[src/sv/sius_pkg.sv]
// Shared types, constants and helper functions for the staged image update sequencer.
`timescale 1ns / 1ps
package sius_pkg;

  // Sizing
  localparam int unsigned CHUNK_LIMIT  = 4096;
  localparam int unsigned SECTOR_BYTES = 4096;
  localparam int unsigned SECTOR_SHIFT = $clog2(SECTOR_BYTES);
  localparam int unsigned SLOT_COUNT   = 5;
  localparam int unsigned OFFSET_COUNT = 5;
  localparam int unsigned SLOT_W       = 3;

  localparam logic [7:0]  START_MIN_LEN = 8'd38;
  localparam logic [7:0]  CHUNK_MIN_LEN = 8'd5;
  localparam logic [15:0] ACK_START     = 16'hFFFF;
  localparam logic [12:0] SECTOR_SAT    = 13'd8191;

  // Configuration port
  localparam int unsigned CFG_IDX_W  = 3;
  localparam int unsigned CFG_DATA_W = 32;
  localparam logic [CFG_IDX_W-1:0] CFG_STAGING_BASE = 3'd5;
  localparam logic [CFG_IDX_W-1:0] CFG_RUNNING_BASE = 3'd6;

  localparam logic [SLOT_COUNT-1:0][23:0] LIMIT_RESET = {
    24'd65536, 24'd81920, 24'd65536, 24'd65536, 24'd51200
  };

  typedef enum logic [2:0] {
    MODE_START  = 3'd0,
    MODE_CHUNK  = 3'd1,
    MODE_COMMIT = 3'd2,
    MODE_ABORT  = 3'd3
  } mode_e;

  typedef enum logic [1:0] {
    REPLY_NONE     = 2'd0,
    REPLY_ACK      = 2'd1,
    REPLY_ERROR    = 2'd2,
    REPLY_COMPLETE = 2'd3
  } reply_e;

  typedef enum logic [2:0] {
    ERR_NONE      = 3'd0,
    ERR_TOO_LARGE = 3'd1,
    ERR_ERASE     = 3'd2,
    ERR_WRITE     = 3'd3,
    ERR_DIGEST    = 3'd4,
    ERR_SEQUENCE  = 3'd5,
    ERR_INVALID   = 3'd6
  } err_e;

  typedef enum logic [1:0] {
    FAULT_OK    = 2'd0,
    FAULT_ERASE = 2'd1,
    FAULT_WRITE = 2'd2
  } fault_e;

  typedef struct packed {
    logic [2:0]  mode;
    logic [7:0]  cmd_length;
    logic [7:0]  model_number;
    logic [31:0] image_size;
    logic [15:0] chunk_number;
    logic [15:0] chunk_bytes;
    logic [1:0]  flash_fault;
    logic        digest_ok;
  } in_item_t;

  typedef struct packed {
    logic [1:0]  reply_kind;
    logic [15:0] ack_value;
    logic [2:0]  err_code;
    logic [7:0]  done_model;
    logic [31:0] staging_addr;
    logic [31:0] promote_addr;
    logic [12:0] sector_count;
    logic [23:0] byte_count;
    logic        session_open;
  } out_item_t;

  typedef struct packed {
    logic              active;
    logic [SLOT_W-1:0] slot;
    logic [7:0]        model;
    logic [23:0]       total;
    logic [15:0]       expected;
    logic [23:0]       written;
  } session_t;

  typedef struct packed {
    logic [SLOT_COUNT-1:0][23:0] limit;
    logic [31:0]                 staging_base;
    logic [31:0]                 running_base;
  } cfg_t;

  // Bank offset of each model slot.
  function automatic logic [31:0] slot_offset(input logic [SLOT_W-1:0] slot);
    logic [31:0] off;
    case (slot)
      3'd0:    off = 32'h0000_0000;
      3'd1:    off = 32'h0000_C800;
      3'd2:    off = 32'h0001_C800;
      3'd3:    off = 32'h0002_C800;
      3'd4:    off = 32'h0004_0800;
      default: off = 32'h0000_0000;
    endcase
    return off;
  endfunction

  // Ceiling of bytes over the sector size, saturated.
  function automatic logic [12:0] sectors_for(input logic [23:0] bytes);
    logic [24:0] sum;
    logic [24:0] n;
    sum = {1'b0, bytes} + 25'(SECTOR_BYTES - 1);
    n   = sum >> SECTOR_SHIFT;
    return (n > 25'(SECTOR_SAT)) ? SECTOR_SAT : n[12:0];
  endfunction

endpackage

[src/sv/sius_cfg.sv]
// Configuration registers: per-slot size limits and the two bank base addresses.
`timescale 1ns / 1ps
module sius_cfg (
  input  logic                            clk_i,
  input  logic                            rst_ni,
  input  logic                            cfg_we_i,
  input  logic [sius_pkg::CFG_IDX_W-1:0]  cfg_idx_i,
  input  logic [sius_pkg::CFG_DATA_W-1:0] cfg_wdata_i,
  output sius_pkg::cfg_t                  cfg_o
);

  sius_pkg::cfg_t cfg_q;

  always_ff @(posedge clk_i or negedge rst_ni) begin
    if (!rst_ni) begin
      cfg_q.limit        <= sius_pkg::LIMIT_RESET;
      cfg_q.staging_base <= '0;
      cfg_q.running_base <= '0;
    end else if (cfg_we_i) begin
      for (int i = 0; i < sius_pkg::SLOT_COUNT; i++) begin
        if (cfg_idx_i == sius_pkg::CFG_IDX_W'(i)) begin
          cfg_q.limit[i] <= cfg_wdata_i[23:0];
        end
      end
      if (cfg_idx_i == sius_pkg::CFG_STAGING_BASE) begin
        cfg_q.staging_base <= cfg_wdata_i;
      end
      if (cfg_idx_i == sius_pkg::CFG_RUNNING_BASE) begin
        cfg_q.running_base <= cfg_wdata_i;
      end
    end
  end

  assign cfg_o = cfg_q;

endmodule

[src/sv/sius_sess.sv]
// Session state registers, loaded with the next state when an item is processed.
`timescale 1ns / 1ps
module sius_sess (
  input  logic               clk_i,
  input  logic               rst_ni,
  input  logic               load_i,
  input  sius_pkg::session_t sess_d_i,
  output sius_pkg::session_t sess_o
);

  sius_pkg::session_t sess_q;

  always_ff @(posedge clk_i or negedge rst_ni) begin
    if (!rst_ni) begin
      sess_q <= '0;
    end else if (load_i) begin
      sess_q <= sess_d_i;
    end
  end

  assign sess_o = sess_q;

endmodule

[src/sv/sius_step.sv]
// Command decode, checks and address arithmetic for one item.
`timescale 1ns / 1ps
module sius_step (
  input  sius_pkg::in_item_t  item_i,
  input  sius_pkg::session_t  sess_i,
  input  sius_pkg::cfg_t      cfg_i,
  output logic                emit_o,
  output sius_pkg::out_item_t res_o,
  output sius_pkg::session_t  sess_d_o
);

  logic [sius_pkg::SLOT_W-1:0] new_slot;
  logic                        model_known;
  logic [23:0]                 slot_limit;
  logic [12:0]                 start_secs;
  logic [31:0]                 start_saddr;
  logic [sius_pkg::SLOT_W-1:0] cur_slot;
  logic [31:0]                 cur_saddr;
  logic [31:0]                 cur_paddr;
  logic [31:0]                 chunk_saddr;
  logic [24:0]                 chunk_sum;
  logic [12:0]                 commit_secs;

  assign new_slot    = sius_pkg::SLOT_W'(item_i.model_number - 8'd1);
  assign model_known = (item_i.model_number != 8'd0) &&
                       (item_i.model_number <= 8'(sius_pkg::SLOT_COUNT)) &&
                       (item_i.model_number <= 8'(sius_pkg::OFFSET_COUNT));
  assign slot_limit  = model_known ? cfg_i.limit[new_slot] : '0;
  assign start_secs  = sius_pkg::sectors_for(item_i.image_size[23:0]);
  assign start_saddr = cfg_i.staging_base + sius_pkg::slot_offset(new_slot);

  // Guard against a slot that has no bank offset.
  assign cur_slot    = (sess_i.slot < sius_pkg::SLOT_W'(sius_pkg::OFFSET_COUNT)) ?
                       sess_i.slot : '0;
  assign cur_saddr   = cfg_i.staging_base + sius_pkg::slot_offset(cur_slot);
  assign cur_paddr   = cfg_i.running_base + sius_pkg::slot_offset(cur_slot);
  assign chunk_saddr = cur_saddr + {8'd0, sess_i.written};
  assign chunk_sum   = {1'b0, sess_i.written} + {9'd0, item_i.chunk_bytes};
  assign commit_secs = sius_pkg::sectors_for(sess_i.written);

  always_comb begin
    emit_o   = 1'b0;
    res_o    = '0;
    sess_d_o = sess_i;
    if (item_i.cmd_length != 8'd0) begin
      case (item_i.mode)
        sius_pkg::MODE_START: begin
          emit_o = 1'b1;
          res_o.reply_kind = sius_pkg::REPLY_ERROR;
          if (item_i.cmd_length < sius_pkg::START_MIN_LEN || !model_known) begin
            res_o.err_code = sius_pkg::ERR_INVALID;
          end else if (item_i.image_size > {8'd0, slot_limit}) begin
            res_o.err_code = sius_pkg::ERR_TOO_LARGE;
          end else if (item_i.flash_fault == sius_pkg::FAULT_ERASE &&
                       start_secs != 13'd0) begin
            res_o.err_code     = sius_pkg::ERR_ERASE;
            res_o.staging_addr = start_saddr;
            res_o.sector_count = start_secs;
          end else begin
            res_o.reply_kind   = sius_pkg::REPLY_ACK;
            res_o.ack_value    = sius_pkg::ACK_START;
            res_o.staging_addr = start_saddr;
            res_o.sector_count = start_secs;
            sess_d_o.active    = 1'b1;
            sess_d_o.slot      = new_slot;
            sess_d_o.model     = item_i.model_number;
            sess_d_o.total     = item_i.image_size[23:0];
            sess_d_o.expected  = '0;
            sess_d_o.written   = '0;
          end
        end
        sius_pkg::MODE_CHUNK: begin
          emit_o = 1'b1;
          res_o.reply_kind = sius_pkg::REPLY_ERROR;
          if (!sess_i.active || item_i.cmd_length < sius_pkg::CHUNK_MIN_LEN) begin
            res_o.err_code = sius_pkg::ERR_INVALID;
          end else if (item_i.chunk_number != sess_i.expected) begin
            res_o.err_code = sius_pkg::ERR_SEQUENCE;
          end else if (item_i.chunk_bytes > 16'(sius_pkg::CHUNK_LIMIT)) begin
            res_o.err_code = sius_pkg::ERR_INVALID;
          end else if (chunk_sum > {1'b0, sess_i.total}) begin
            res_o.err_code = sius_pkg::ERR_TOO_LARGE;
          end else if (item_i.flash_fault == sius_pkg::FAULT_WRITE) begin
            res_o.err_code     = sius_pkg::ERR_WRITE;
            res_o.staging_addr = chunk_saddr;
            res_o.byte_count   = {8'd0, item_i.chunk_bytes};
          end else begin
            res_o.reply_kind   = sius_pkg::REPLY_ACK;
            res_o.ack_value    = item_i.chunk_number;
            res_o.staging_addr = chunk_saddr;
            res_o.byte_count   = {8'd0, item_i.chunk_bytes};
            sess_d_o.written   = chunk_sum[23:0];
            sess_d_o.expected  = sess_i.expected + 16'd1;
          end
        end
        sius_pkg::MODE_COMMIT: begin
          emit_o = 1'b1;
          res_o.reply_kind = sius_pkg::REPLY_ERROR;
          if (!sess_i.active) begin
            res_o.err_code = sius_pkg::ERR_INVALID;
          end else if (!item_i.digest_ok) begin
            res_o.err_code     = sius_pkg::ERR_DIGEST;
            res_o.staging_addr = cur_saddr;
            res_o.byte_count   = sess_i.written;
          end else begin
            res_o.staging_addr = cur_saddr;
            res_o.promote_addr = cur_paddr;
            res_o.sector_count = commit_secs;
            res_o.byte_count   = sess_i.written;
            if (item_i.flash_fault == sius_pkg::FAULT_ERASE && commit_secs != 13'd0) begin
              res_o.err_code = sius_pkg::ERR_ERASE;
            end else if (item_i.flash_fault == sius_pkg::FAULT_WRITE &&
                         commit_secs != 13'd0) begin
              res_o.err_code = sius_pkg::ERR_WRITE;
            end else begin
              res_o.reply_kind = sius_pkg::REPLY_COMPLETE;
              res_o.done_model = sess_i.model;
              sess_d_o         = '0;
            end
          end
        end
        sius_pkg::MODE_ABORT: begin
          sess_d_o.active = 1'b0;
        end
        default: begin
          emit_o           = 1'b1;
          res_o.reply_kind = sius_pkg::REPLY_ERROR;
          res_o.err_code   = sius_pkg::ERR_INVALID;
        end
      endcase
    end
    // Any error closes the session.
    if (emit_o && res_o.reply_kind == sius_pkg::REPLY_ERROR) begin
      sess_d_o.active = 1'b0;
    end
    res_o.session_open = sess_d_o.active;
  end

endmodule

[src/sv/staged_image_update_sequencer.sv]
// Top level: input register, command step logic, session state and result register.
//
//  channel  | handshake                     | payload
//  ---------+-------------------------------+-------------------------------
//  command  | in_valid_i  / in_stall_o      | in_item_i  (sius_pkg::in_item_t)
//  reply    | out_valid_o / out_stall_i     | out_item_o (sius_pkg::out_item_t)
//  config   | cfg_we_i                      | cfg_idx_i, cfg_wdata_i
//
// Each item passes the input register, then the result register; one item enters per cycle unless the reply stalls.
// The session state and the reply are loaded at the same edge, so the next item sees it.
// Zero-length and abort items pass through without producing a reply.
// A stalled reply holds the result register and, behind it, the input register.
// Reset clears the session and loads the default size limits; bases reset to zero.
`timescale 1ns / 1ps
module staged_image_update_sequencer (
  input  logic                            clk_i,
  input  logic                            rst_ni,
  input  logic                            in_valid_i,
  output logic                            in_stall_o,
  input  sius_pkg::in_item_t              in_item_i,
  output logic                            out_valid_o,
  input  logic                            out_stall_i,
  output sius_pkg::out_item_t             out_item_o,
  input  logic                            cfg_we_i,
  input  logic [sius_pkg::CFG_IDX_W-1:0]  cfg_idx_i,
  input  logic [sius_pkg::CFG_DATA_W-1:0] cfg_wdata_i
);

  logic                in_valid_q;
  sius_pkg::in_item_t  in_item_q;
  logic                out_valid_q;
  sius_pkg::out_item_t out_item_q;
  logic                advance;
  logic                fire;
  logic                in_accept;
  logic                emit;
  sius_pkg::out_item_t res;
  sius_pkg::session_t  sess;
  sius_pkg::session_t  sess_d;
  sius_pkg::cfg_t      cfg;

  assign advance    = !out_valid_q || !out_stall_i;
  assign fire       = in_valid_q && advance;
  assign in_stall_o = in_valid_q && !advance;
  assign in_accept  = in_valid_i && !in_stall_o;

  always_ff @(posedge clk_i or negedge rst_ni) begin
    if (!rst_ni) begin
      in_valid_q <= 1'b0;
    end else if (in_accept) begin
      in_valid_q <= 1'b1;
    end else if (advance) begin
      in_valid_q <= 1'b0;
    end
  end

  always_ff @(posedge clk_i) begin
    if (in_accept) begin
      in_item_q <= in_item_i;
    end
  end

  always_ff @(posedge clk_i or negedge rst_ni) begin
    if (!rst_ni) begin
      out_valid_q <= 1'b0;
    end else if (fire) begin
      out_valid_q <= emit;
    end else if (!out_stall_i) begin
      out_valid_q <= 1'b0;
    end
  end

  always_ff @(posedge clk_i) begin
    if (fire && emit) begin
      out_item_q <= res;
    end
  end

  sius_cfg u_cfg (
    .clk_i       (clk_i),
    .rst_ni      (rst_ni),
    .cfg_we_i    (cfg_we_i),
    .cfg_idx_i   (cfg_idx_i),
    .cfg_wdata_i (cfg_wdata_i),
    .cfg_o       (cfg)
  );

  sius_step u_step (
    .item_i   (in_item_q),
    .sess_i   (sess),
    .cfg_i    (cfg),
    .emit_o   (emit),
    .res_o    (res),
    .sess_d_o (sess_d)
  );

  sius_sess u_sess (
    .clk_i    (clk_i),
    .rst_ni   (rst_ni),
    .load_i   (fire),
    .sess_d_i (sess_d),
    .sess_o   (sess)
  );

  assign out_valid_o = out_valid_q;
  assign out_item_o  = out_item_q;

`ifndef ASSERT_OFF
  // A reply always carries a kind.
  a_reply_kind: assert property (@(posedge clk_i) disable iff (!rst_ni)
    out_valid_q |-> out_item_q.reply_kind != sius_pkg::REPLY_NONE)
    else $error("reply without kind");

  // An error reply reports the session closed.
  a_error_closes: assert property (@(posedge clk_i) disable iff (!rst_ni)
    out_valid_q && out_item_q.reply_kind == sius_pkg::REPLY_ERROR
      |-> !out_item_q.session_open)
    else $error("error reply with session open");

  // A completion leaves the session state fully cleared.
  a_complete_clears: assert property (@(posedge clk_i) disable iff (!rst_ni)
    fire && emit && res.reply_kind == sius_pkg::REPLY_COMPLETE |=> sess == '0)
    else $error("session not cleared after completion");

  // The reported session flag matches the state that was loaded.
  a_open_matches: assert property (@(posedge clk_i) disable iff (!rst_ni)
    fire && emit |=> out_item_q.session_open == sess.active)
    else $error("session_open disagrees with session state");

  // A held item in the input register stalls the command side.
  a_hold_stalls: assert property (@(posedge clk_i) disable iff (!rst_ni)
    in_valid_q && out_valid_q && out_stall_i |-> in_stall_o && !fire)
    else $error("input advanced under a stalled reply");
`endif

endmodule

[config.mk]
export PLATFORM = sky130hd
export DESIGN_NAME = staged_image_update_sequencer
export DESIGN_NICKNAME = d
export VERILOG_FILES = /design/src/sv/sius_pkg.sv /design/src/sv/sius_cfg.sv /design/src/sv/sius_sess.sv /design/src/sv/sius_step.sv /design/src/sv/staged_image_update_sequencer.sv
export SDC_FILE = /design/constraint.sdc
export NUM_CORES = 1
export LEC_CHECK = 0
export BUFFER_PORTS_ARGS = -buffer_cell sky130_fd_sc_hd__buf_2
export CAP_MARGIN = 0
export CELL_PAD_IN_SITES_DETAIL_PLACEMENT = 1
export CELL_PAD_IN_SITES_GLOBAL_PLACEMENT = 1
export CORE_ASPECT_RATIO = 1.2
export CORE_UTILIZATION = 48
export CTS_BUF_LIST = sky130_fd_sc_hd__clkbuf_16
export DETAILED_ROUTE_END_ITERATION = 8
export PLACE_DENSITY_LB_ADDON = 0.08
export SLEW_MARGIN = 25
export SYNTH_ARGS = -nofsm -noshare
export SYNTH_HDL_FRONTEND = slang
export SYNTH_SLANG_ARGS = --single-unit
[constraint.sdc]
create_clock -name clk_i -period 7.3 [get_ports clk_i]
set_clock_uncertainty 0.1 [all_clocks]
set_input_delay 0.365 -clock clk_i [delete_from_list [all_inputs] [get_ports clk_i]]
set_output_delay 0.365 -clock clk_i [all_outputs]
set_load 0.01 [all_outputs]
# Yosys cells after proc, flatten, opt, wreduce, memory -nomap -nowiden
# Index checks and enable logic that the tools add are counted.
word_totals:
  regBits: 479
  out_inout_bits: 133
op_classes:
  n_addsub: 9
  order_cmp: 10
  n_eq_ne: 34
  muxes: 81
  bitwise: 4
  reduce_logical: 39
ops:
  columns: ["cell", "n"]
  rows:
  - ["$mux 76", 8]
  - ["$mux 32", 7]
  - ["$mux 40", 5]
  - ["$pmux 19 s4", 2]
  - ["$mux 18", 8]
  - ["$mux 130", 1]
  - ["$mux 24", 5]
  - ["$pmux 40 s3", 1]
  - ["$mux 109", 1]
  - ["$add 32x19->32", 3]
  - ["$pmux 32 s3", 1]
  - ["$bmux 24 s3", 1]
  - ["$pmux 35 s2", 1]
  - ["$mux 13", 4]
  - ["$add 24x12->25 const B", 2]
  - ["$pmux 24 s2", 1]
  - ["$mux 45", 1]
  - ["$add 32x24->32", 1]
  - ["$gt 32x24->1", 1]
  - ["$mux 8", 4]
  - ["$pmux 16 s2", 1]
  - ["$mux 3", 10]
  - ["$gt 13x13->1 const B", 2]
  - ["$pmux 13 s2", 1]
  - ["other kinds (38)", 105]

# Longest topological paths before layout
# Gate-level depths: netlist of run 1.
logic_depth:
  word_depth: 15
  ltp_mapped: 23
  depth_no_buf: 20

# Hierarchy
# From an unflattened synthesis of run 1, not the netlist that was laid out.
hier_totals:
  cells_unflattened: 2215
  area_unflattened_um2: 26123.8
by_module_without_submodules:
  columns: ["mod", "n_inst", "cells_per_inst", "area_per_inst_um2"]
  rows:
  - ["sius_step", 1, 1429, 9618.0]
  - ["sius_cfg", 1, 398, 6915.4]
  - ["staged_image_update_sequencer", 1, 228, 6615.1]
  - ["sius_sess", 1, 160, 2975.4]

# Worst setup path after synthesis of run 1
# Ideal clock, no wire load.
synth_path:
  path_kind: "flip-flop to flip-flop"
  from: "reg in_item_q[3] (netlist name)"
  to: "reg u_sess.sess_q (netlist bit u_sess.sess_o[27])"
  setup_ps: 78
  arrival_ps: 5049
  required_ps: 7122
  setup_slack_ps: 2073
  stages_incl_launch_ff: 23
  n_path_buf: 2
  period_less_slack_ps: 5227
  path_cell_list: "edfxtp_1 ha_1 inv_1 fa_1 nor2b_1 o31a_1 o41ai_1 a21oi_1 or3_1 clkbuf_1 nor2b_1 xor2_1 ha_1 a21o_1 a21o_1 a2111oi_0 nand2_1 o31a_1 o31ai_1 nand3_1 clkbuf_1 or3_1 a21oi_1"
synth_between:
  elab_chain_len: 4
  elab_cells_between_ends: 6
  classes_between: "1 x add/sub; 2 x order compare; 2 x eq/ne; 1 x reduce/logical"
synth_lines:
  columns: ["element", "line_no", "text"]
  rows:
  - ["start, declared", "staged_image_update_sequencer.sv:30", "sius_pkg::in_item_t in_item_q;"]
  - ["start signal, assigned", "staged_image_update_sequencer.sv:59", "in_item_q <= in_item_i;"]
  - ["$add 24x16->25", "sius_step.sv:38", "assign chunk_sum = {1'b0, sess_i.written} + {9'd0, item_i.chunk_bytes};"]
  - ["$gt 25x24->1", "sius_step.sv:81", "end else if (chunk_sum > {1'b0, sess_i.total}) begin"]
  - ["$ne 2x2->1 (no source line)", null, null]
  - ["$reduce_and 15->1 (no source line) *", null, null]
  - ["end signal, assigned", "sius_sess.sv:17", "sess_q <= sess_d_i;"]
  - ["end, declared", "sius_sess.sv:11", "sius_pkg::session_t sess_q;"]
# Mark *: on every way between the ends. The rest lies on a longest branch, timed or not.
# A chain may end at the register's enable or synchronous reset.

# Worst setup path after layout of run 1
layout_path:
  from: "reg u_sess.sess_q (netlist bit u_sess.sess_o[1])"
  to: "reg u_sess.sess_q (netlist bit u_sess.sess_o[32])"
layout_between:
  elab_chain_len: 7
  elab_cells_between_ends: 12
  classes_between: "2 x add/sub; 2 x order compare; 3 x eq/ne; 1 x mux; 4 x reduce/logical"
layout_lines:
  columns: ["element", "line_no", "text"]
  rows:
  - ["$add 24x12->25", "sius_pkg.sv:114", "sum = {1'b0, bytes} + 25'(SECTOR_BYTES - 1);"]
  - ["$gt 13x13->1", "sius_pkg.sv:116", "return (n > 25'(SECTOR_SAT)) ? SECTOR_SAT : n[12:0];"]
  - ["$mux 13", "sius_pkg.sv:116", null]
  - ["$reduce_bool 13->1", "sius_step.sv:110, sius_step.sv:113", null]
  - ["$logic_and 1x1->1 (on tied branches)", "sius_step.sv:110, sius_step.sv:112", null]
  - ["$ne 2x2->1 (no source line)", null, null]
  - ["$reduce_and 15->1 (no source line) *", null, null]
# Marks and branches as above.

==> results of run 1 <==
## per-stage QoR
step | util | area (sq um)
2_1_floorplan | - | 24770
3_3_place_gp | 0.5312 | 26860
3_5_place_dp | 0.5312 | 26860
4_1_cts | 0.5840 | 29530
5_1_grt | 0.5841 | 29530
6_report | 0.5841 | 29530
## worst max-delay path, cell delays in order, from the launching register on
cell and delay [ns]:
dfrtp_1 0.48, ha_1 0.31, a21oi_1 0.21, o211ai_1 0.16
or4_1 0.44, a31oi_1 0.34, o21ai_0 0.24, a21oi_1 0.50
nand2b_1 0.22, xnor2_1 0.08, ha_1 0.20, a21o_1 0.17
a21o_1 0.17, a2111oi_0 0.54, nand2_1 0.11, o31a_1 0.43
o31ai_1 0.36, nand3_1 0.51, or4_1 0.68, a21oi_1 0.15
## worst max path at each step
stage | endpoint
global placement | u_sess.sess_o[29]
global route | u_sess.sess_o[22]
finish | u_sess.sess_o[32]
floorplan | u_sess.sess_o[27]
detailed placement | u_sess.sess_o[32]
CTS | u_sess.sess_o[32]
## per-layer routing
layer,track usage,routed length (um),vias up
li1,-,-,8540
met1,0.3874,33110,9687
met2,0.5370,40700,429
met3,0.03360,2782,127
met4,0.09727,2401,0
met5,0,0,-
## cell usage after synthesis, types with 10 or more instances
cell type / number
nor2b_1: 13
xnor2_1: 85
inv_1: 63
o211ai_1: 11
and3_1: 27
nor3_1: 35
a22o_1: 31
o31ai_1: 10
a21o_1: 38
ha_1: 111
nand4_1: 26
and2_1: 40
edfxtp_1: 217
nor2_1: 118
a211oi_1: 13
a31oi_1: 11
o22ai_1: 20
o21bai_1: 11
o21ai_0: 108
nand3_1: 56
dfrtp_1: 254
nand2b_1: 19
mux2_2: 184
a21oi_1: 82
nand2_1: 171
nor4_1: 25
o21a_1: 22
mux4_2: 24
xor2_1: 52
clkbuf_1: 84
a22oi_1: 32
## kinds of logic after synthesis
logic type | count (synthesis) | synth area share
adders and majority gates | 113 | 0.05769
DFF | 479 | 0.5282
and+or+nand+nor | 587 | 0.1184
buffers and inverters | 155 | 0.02364
xor gates and xnor gates | 137 | 0.04845
muxes | 208 | 0.1055
AOI/OAI and AO/OA | 439 | 0.1181
## state kept, by name (all words and copies together) (netlist names)
register       count
in_valid_q         1
out_valid_o        1
out_item_o       131
u_cfg.cfg_o      184
in_item_q         86
u_sess.sess_o     76
## power by group
part	switching [mW]	internal (mW)	leakage [nW]
Clock	1.15	1.42	0.852
Combinational	0.809	0.677	6.32
Sequential	0.304	3.20	5.30
Total	2.26	5.30	12.5
## area by class of cell
class,count,area [sq um]
clock inverter,42,276.5
timing repair buffer,394,2582
tap,644,805.8
sequential,479,13080
fill,5241,21030
multi-input combinational,1484,11190
clock buffer,54,1351
inverter,63,241.5
## placed cells by master (no fill, tap or decap), types with 82 or more instances in the layout
master / instances
dfrtp_1: 254
a21oi_1: 82
dlygate4sd3_1: 104
buf_2: 257
mux2_2: 184
xnor2_1: 84
edfxtp_1: 217
nor2_1: 116
o21ai_0: 108
nand2_1: 171
ha_1: 111
## timing repair
action	4_1_cts	5_1_grt
hold buffers	104	0
resized for setup	0	0
hold endpoints to repair	238	0
==> flow_summary.toml, run 1 <==
[finish]
final_cells = 3160
area_growth_pct = 19.25
drive_gt1_frac = 0.2496
final_nets = 2712
num_antenna_cells = 0

[worst_setup_path]
worstPathMaxFanout = 18
startpoint_type = "register"
cp-end-kind = "register"
r2r_start = "u_sess.sess_o[1]"
critPathRequiredTime_ns = 7.73
crit_arrival_ns = 6.90
r2r_cells = 19
cp-startpoint = "u_sess.sess_o[1]"
timing.rr.end = "u_sess.sess_o[32]"
reg2reg_slack_ns = 0.83
crit_type = "register to register"

[global_route]
grt_pass1_wl_mm = 121.2
antenna_found_initial = 1
grt_overflow = 0
grt_pass1_vias = 20170
track_usage = 0.3033
grt_max_degree = 107

[route]
drc = 0
finalWirelength_mm = 78.99
drt_iter0_markers = 1155
antenna_left = 0
first_pass_iters = 5
num_vias = 18780
wl_per_cell_um = 25.00
routed_via_density = 5.944

[place]
place_ws_ns = 0.8706
gp_congestion = 0.9217
hpwl_mm = 55.66
dp_cells = 2960
portBuffers = 258

[timing]
max_slew_margin = 0.2429
setup_slack_ns = 0.8301
rsz0062_at_grt = "false"
tightest_slew_ns = 1.129
period_needed_ns = 6.470
final.setup.tns_ns = 0
setup_viol = 0
period_share = 0.8863
hold_violations = 0
fmax_mhz = 154.6
slew_violations = 0
hold_ws_ns = 0.04331

[synth]
syn_avg_cell_area_sq_um = 11.69
synth_area_sq_um = 24770
yosysTopAreaCell = "edfxtp_1"
synth-edff-count = 217
synth_cell_types = 80
synth_top_flop_cell = "dfrtp_1"
synth.area.top_cells = "edfxtp_1 26%, dfrtp_1 26%, mux2_2 8.4%"
ys_warn_count = 0
ys_seq_area_frac = 0.5282
netlist.area_leader.share = 0.2631
netlist_instances = 2118
postSynthNetCount = 2357
async_flop_share = 0.5470
ys_ff_latch = 479

[pwr]
leakage_nw = 12.46
ir_drop_v = 0.0001873
power.density_nw_per_um2 = 255.9
finalPower_mw = 7.556

[clock_tree]
post_cts_buffers = 0
cts.sinks = 479
root_buffer = "clkbuf_16"
cts_tree = "built"
clk_pin_slew_ns = 0.06
clk_path_buf_depth = 3
clk_latency_ns = 0.61
cts-htree-levels = 2
cts_buffers = 51

[worst_hold_path]
holdPathStages = 2
hold_start = "cfg_wdata_i[17]"
hold_class = "input pin to register"
holdPathEnd = "u_cfg.cfg_o[177]"

[floorplan]
pin_count = 259
die_x_um = 209.4
dieArea_sq_um = 52510
rows = 90
core_sq_um = 50560
initial_core_util = 0.4898
die_h_um = 250.8

[run_status]
status = "finished clean"

[job]
cap_violations = 0
Note: power is estimated with default switching activity, not from simulation.
==> run 2: changes to the inputs <==
--- a/config.mk
+++ b/config.mk
@@ -9,7 +9,6 @@
 export CAP_MARGIN = 0
 export CELL_PAD_IN_SITES_DETAIL_PLACEMENT = 1
 export CELL_PAD_IN_SITES_GLOBAL_PLACEMENT = 1
-export CORE_ASPECT_RATIO = 1.2
 export CORE_UTILIZATION = 48
 export CTS_BUF_LIST = sky130_fd_sc_hd__clkbuf_16
 export DETAILED_ROUTE_END_ITERATION = 8
==> run 2 against run 1 <==
Compared with the run above:
- cell count rose by 1.3%
- first-iteration DRC count decreased by 0.95%
- sequential power hardly changed
- worst hold slack got worse by 0.020 ns
- via count is 0.26% higher
- largest cell class unchanged
- sequential share of layout area down 0.49 points
- setup slack got worse by 0.27 ns
- critical endpoint is now u_sess.sess_o[23]
==> flow_summary.toml, run 2 (synthesis gave the netlist of run 1 again) <==
[pwr]
power.density_nw_per_um2 = 261.4
switching_share = 0.2894
p_seq_frac = 0.447
ir_drop_v = 0.0002431
p_int_mw = 5.548
leakage_nw = 12.58
pwr-share-clk = 0.363
p_comb_frac = 0.190
finalPower_mw = 7.807
power.switching_mw = 2.259

[finish]
final_cells = 3202
final_common_cell = "buf_2"
area_growth_pct = 20.59
final_nets = 2722
layout_common_cells = "257 x buf_2, 254 x dfrtp_1, 217 x edfxtp_1, 184 x mux2_2, 170 x nand2_1"
largest_register_ffs = 184
drive_gt1_frac = 0.2499

[timing]
period_share = 0.9226
rsz0062_at_grt = "false"
period_needed_ns = 6.735
setup_viol = 0
fmax_mhz = 148.5
setup_slack_ns = 0.5650
tightest_slew_ns = 1.035
slew_violations = 0
hold_violations = 0
final.setup.tns_ns = 0
max_slew_margin = 0.3064

[floorplan]
pin_count = 259
dieArea_sq_um = 52510
rows = 82
die_h_um = 229.2
die_x_um = 229.2
initial_core_util = 0.4906
core_sq_um = 50480

[route]
first_pass_iters = 5
drc = 0
wl_per_cell_um = 24.07
routed_via_density = 5.881
antenna_left = 0
finalWirelength_mm = 77.06
num_vias = 18830
drt_iter0_markers = 1144

[job]
cap_violations = 0

[global_route]
globalRouteMet1Util = 0.3963
antenna_found_initial = 0
track_usage = 0.2963
grt_max_degree = 165
gr-max-usage-layer = "met2"
met2_usage = 0.5080
grt_pass1_vias = 20040
grt_pass1_wl_mm = 119.9
grt_overflow = 0
met3_usage = 0.03499

[worst_hold_path]
hold_class = "input pin to register"

[clock_tree]
cts-htree-levels = 2
post_cts_resized = 0
cts_tree = "built"
cts.sinks = 479
cts_buffers = 54
clk_pin_slew_ns = 0.07
root_buffer = "clkbuf_16"
clk_latency_ns = 0.63
clk_path_buf_depth = 3

[run_status]
status = "finished clean"

[place]
hpwl_mm = 53.63
portBuffers = 258
gp_congestion = 0.9164
dp_cells = 2992
place_ws_ns = 0.7202

[worst_setup_path]
cp-end-kind = "register"
crit_arrival_ns = 7.16
worstPathMaxFanout = 36
startpoint_type = "register"
critPathRequiredTime_ns = 7.73
crit_type = "register to register"
run 2: cell count changes in the layout (fill, tap and decap cells not counted), moves of 2 or more:
cell	before	now
dlygate4sd3_1	104	107
buf_4	32	34
inv_2	2	0
inv_6	4	2
clkinv_1	5	12
clkinv_2	13	7
inv_16	0	2
bufinv_16	2	8
run 2: repair_timing:
| item | CTS | global route |
|---|---|---|
| hold buffers | 107 | 0 |
| buffers inserted | 0 | 0 |
| endpoints found under the setup margin | 0 | 0 |
| hold endpoints to repair | 247 | 0 |
run 2: stage by stage:
| step | instance area, sq um | hold slack [ns] | util |
|---|---|---|---|
| detailed placement | 26940 | 0.3624 | 0.5336 |
| finish | 29860 | 0.02293 | 0.5916 |
| floorplan | 24770 | -0.03059 | - |
| global route | 29860 | 0.01660 | 0.5916 |
| CTS | 29860 | 0.00008388 | 0.5915 |
| global placement | 26930 | 0.3603 | 0.5336 |
run 2: layout make-up:
cell class / instances / area (sq um)
fill: 5195 / 20610
sequential: 479 / 13080
multi-input combinational: 1484 / 11190
timing repair buffer: 401 / 2659
clock buffer: 55 / 1376
tap: 672 / 840.8
clock inverter: 47 / 474.2
inverter: 63 / 241.5
antenna: 1 / 2.502
run 2: path summary, 6_finish.rpt:
| kind | start | endpoint | slack, ns | cells after the start |
|---|---|---|---|---|
| max in group asynchronous | rst_ni | u_sess.sess_o[53] | 5.29 | 3 |
| hold reg to reg | u_sess.sess_o[68] | u_sess.sess_o[68] | 0.38 | 1 |
| hold / removal | cfg_wdata_i[7] | u_cfg.cfg_o[71] | 0.02 | 2 |
| setup / recovery | u_sess.sess_o[1] | u_sess.sess_o[23] | 0.57 | 20 |
| setup reg to reg | u_sess.sess_o[1] | u_sess.sess_o[23] | 0.57 | 20 |
| min in group asynchronous | rst_ni | u_sess.sess_o[32] | 0.32 | 2 |
run 2: critical path: stages (launching register included):
cell,delay (ns)
dfrtp_1,0.54
ha_1,0.32
a21oi_1,0.20
o211ai_1,0.16
or4_1,0.45
a31oi_1,0.36
o21ai_0,0.26
a21oi_1,0.51
nand2b_1,0.22
xnor2_1,0.08
ha_1,0.19
a21o_1,0.17
a21o_1,0.17
a2111oi_0,0.56
nand2_1,0.10
o31a_1,0.43
o31ai_1,0.39
nand3_1,0.48
buf_4,0.43
or4_1,0.42
o21ai_0,0.09
run 2: power by group through the flow:
stage | clock [mW] | combinational, mW | sequential (mW)
6_report | 2.84 | 1.48 | 3.49
5_1_grt | 2.97 | 1.62 | 3.53
4_1_cts | 2.87 | 1.48 | 3.49
3_5_place_dp | 0 | 1.42 | 3.53
3_3_place_gp | 0 | 1.37 | 3.51
2_1_floorplan | 0 | 0.957 | 3.45
run 2: routing by layer:
| layer | vias to the layer above | routed length [um] |
|---|---|---|
| met4 | 0 | 1798 |
| met5 | - | 0 |
| met2 | 480 | 38420 |
| li1 | 8582 | - |
| met1 | 9668 | 33640 |
| met3 | 102 | 3201 |
==> run 3: changes to the inputs <==
--- a/config.mk
+++ b/config.mk
@@ -9,7 +9,7 @@
 export CAP_MARGIN = 0
 export CELL_PAD_IN_SITES_DETAIL_PLACEMENT = 1
 export CELL_PAD_IN_SITES_GLOBAL_PLACEMENT = 1
-export CORE_UTILIZATION = 48
+export CORE_UTILIZATION = 43
 export CTS_BUF_LIST = sky130_fd_sc_hd__clkbuf_16
 export DETAILED_ROUTE_END_ITERATION = 8
 export PLACE_DENSITY_LB_ADDON = 0.08
==> constraint.sdc (replaced) <==
create_clock -name clk_i -period 5.6 [get_ports clk_i]
set_clock_uncertainty 0.1 [all_clocks]
set_input_delay 0.28 -clock clk_i [delete_from_list [all_inputs] [get_ports clk_i]]
set_output_delay 0.28 -clock clk_i [all_outputs]
set_load 0.01 [all_outputs]
==> run 3 against run 2 <==
Compared with the run above:
- worst hold slack gained 0.091 ns
- fmax grew 24%
- total power grew 27%
- critical path depth grew 2
- final area grew 2.0%
- die area grew 12%
- critical path type unchanged
- critical endpoint is now u_sess.sess_o[33]
- largest cell class unchanged
- highest routed layer unchanged
==> flow_summary.toml, run 3 (synthesis gave the netlist of run 1 again) <==
[run_status]
status = "finished clean"

[worst_setup_path]
crit_type = "register to register"
startpoint_type = "register"
crit_arrival_ns = 5.88
critPathRequiredTime_ns = 6.06
worstPathMaxFanout = 5
cp-end-kind = "register"

[pwr]
p_comb_frac = 0.201
ir_drop_v = 0.0002502
leakage_nw = 12.88
p_int_mw = 7.010
power.density_nw_per_um2 = 326.1
p_seq_frac = 0.456
power.switching_mw = 2.924
finalPower_mw = 9.934
pwr-share-clk = 0.342
switching_share = 0.2944

[clock_tree]
root_buffer = "clkbuf_16"
cts-htree-levels = 2
clk_latency_ns = 0.63
cts.sinks = 479
cts_buffers = 54
clk_path_buf_depth = 3
clk_pin_slew_ns = 0.06
cts_tree = "built"

[place]
hpwl_mm = 55.77
gp_congestion = 0.9097
portBuffers = 258

[finish]
final_nets = 2785
fillers = 5984
layout_common_cells = "257 x buf_2, 254 x dfrtp_1, 217 x edfxtp_1, 184 x mux2_2, 170 x nand2_1"
drive_gt1_frac = 0.2666
multiInputGateArea_sq_um = 11300
final_common_cell = "buf_2"
final_util = 0.5382
seqCellArea_sq_um = 13080
largest_register_ffs = 184
area_growth_pct = 23.00

[timing]
slew_violations = 0
period_needed_ns = 5.420
max_slew_margin = 0.3040
final.setup.tns_ns = 0
hold_ws_ns = 0.1143
fmax_mhz = 184.5
hold_violations = 0
period_share = 0.9679
setup_viol = 0
tightest_slew_ns = 1.038

[job]
cap_violations = 0

[floorplan]
die_x_um = 242.0
die_h_um = 242.0
initial_core_util = 0.4375
rows = 87
core_sq_um = 56600
pin_count = 259
dieArea_sq_um = 58560

[route]
num_vias = 18940
finalWirelength_mm = 78.50
wl_per_cell_um = 23.43
drc = 0
antenna_left = 0
first_pass_iters = 7
drt_iter0_markers = 1175
routed_via_density = 5.653

[global_route]
grt_pass1_wl_mm = 120.0
antenna_found_initial = 2
grt_pass1_vias = 20000
grt_max_degree = 150
track_usage = 0.2662
grt_overflow = 0

[worst_hold_path]
hold_class = "input pin to asynchronous set/reset pin"
## run 3: cell types whose count changed in the layout (fill, tap and decap cells not counted), moves of 3 or more
| cell | change |
|---|---|
| buf_4 | +45 |
| clkinv_4 | -3 |
| bufinv_16 | -6 |
| a21oi_1 | -6 |
| nor2b_1 | -3 |
| a21oi_2 | +5 |
| inv_1 | +8 |
| dlygate4sd3_1 | +15 |
## run 3: worst max-delay path: stages (launching register included)
cell       delay (ns)
edfxtp_1         0.39
ha_2             0.20
inv_2            0.06
fa_2             0.24
nor2b_4          0.05
o31a_1           0.31
o41ai_2          0.29
buf_4            0.18
a21oi_4          0.05
or3_4            0.36
nor2b_4          0.14
xor2_1           0.14
ha_1             0.33
a21o_1           0.16
a21o_1           0.20
a2111oi_4        0.33
nand2_1          0.09
o31a_1           0.39
buf_6            0.16
o31a_1           0.34
nor4_4           0.27
or4b_4           0.49
nand2_2          0.07
## run 3: path summary, 6_finish.rpt
path                                   start                 to  slack (ns)  cells after the start
setup reg to reg                in_item_q[3]  u_sess.sess_o[33]        0.18                     22
min in group clk_i              cfg_idx_i[0]    u_cfg.cfg_o[82]        0.12                      3
hold / removal                        rst_ni  u_sess.sess_o[38]        0.11                      2
setup / recovery                in_item_q[3]  u_sess.sess_o[33]        0.18                     22
hold reg to reg            u_sess.sess_o[68]  u_sess.sess_o[68]        0.38                      1
max in group asynchronous             rst_ni   u_cfg.cfg_o[130]        3.99                      3
## run 3: area by class of cell
type / count / share of cell area
Inverter: 63 / 0.007927
Sequential cell: 479 / 0.4295
Tap cell: 756 / 0.03105
Antenna cell: 2 / 0.0001643
Clock buffer: 56 / 0.04600
Clock inverter: 46 / 0.009447
Timing Repair Buffer: 464 / 0.1050
Multi-Input combinational cell: 1484 / 0.3709
## run 3: metrics by stage
step / area (sq um) / setup WS, ns / instances
2_1_floorplan: 24770 / 0.3728 / 2118
3_3_place_gp: 27340 / 0.05915 / 3115
3_5_place_dp: 27340 / -0.1974 / 3115
4_1_cts: 30270 / 0.03665 / 3340
5_1_grt: 30460 / -0.01640 / 3348
6_report: 30460 / 0.1797 / 3350
## run 3: power groups by stage
stage / sequential, mW / combinational (mW) / clock [mW]
detailed placement: 4.59 / 1.91 / 0
finish: 4.53 / 2.00 / 3.40
global placement: 4.56 / 1.85 / 0
CTS: 4.53 / 1.99 / 3.48
global route: 4.59 / 2.17 / 3.60
floorplan: 4.50 / 1.25 / 0
## run 3: routing by layer
layer,track usage,up-vias,routed length [um]
li1,-,8700,-
met3,0.04043,113,3619
met5,0,-,0
met2,0.4477,425,38070
met4,0.07893,0,2153
met1,0.3553,9698,34660
## run 3: timing repair
item	4_1_cts	5_1_grt
setup endpoints to repair	38	73
buffers inserted	1	8
resized for setup	3	31
pin swaps	0	19
hold buffers	122	0
endpoints found under the hold margin	335	0
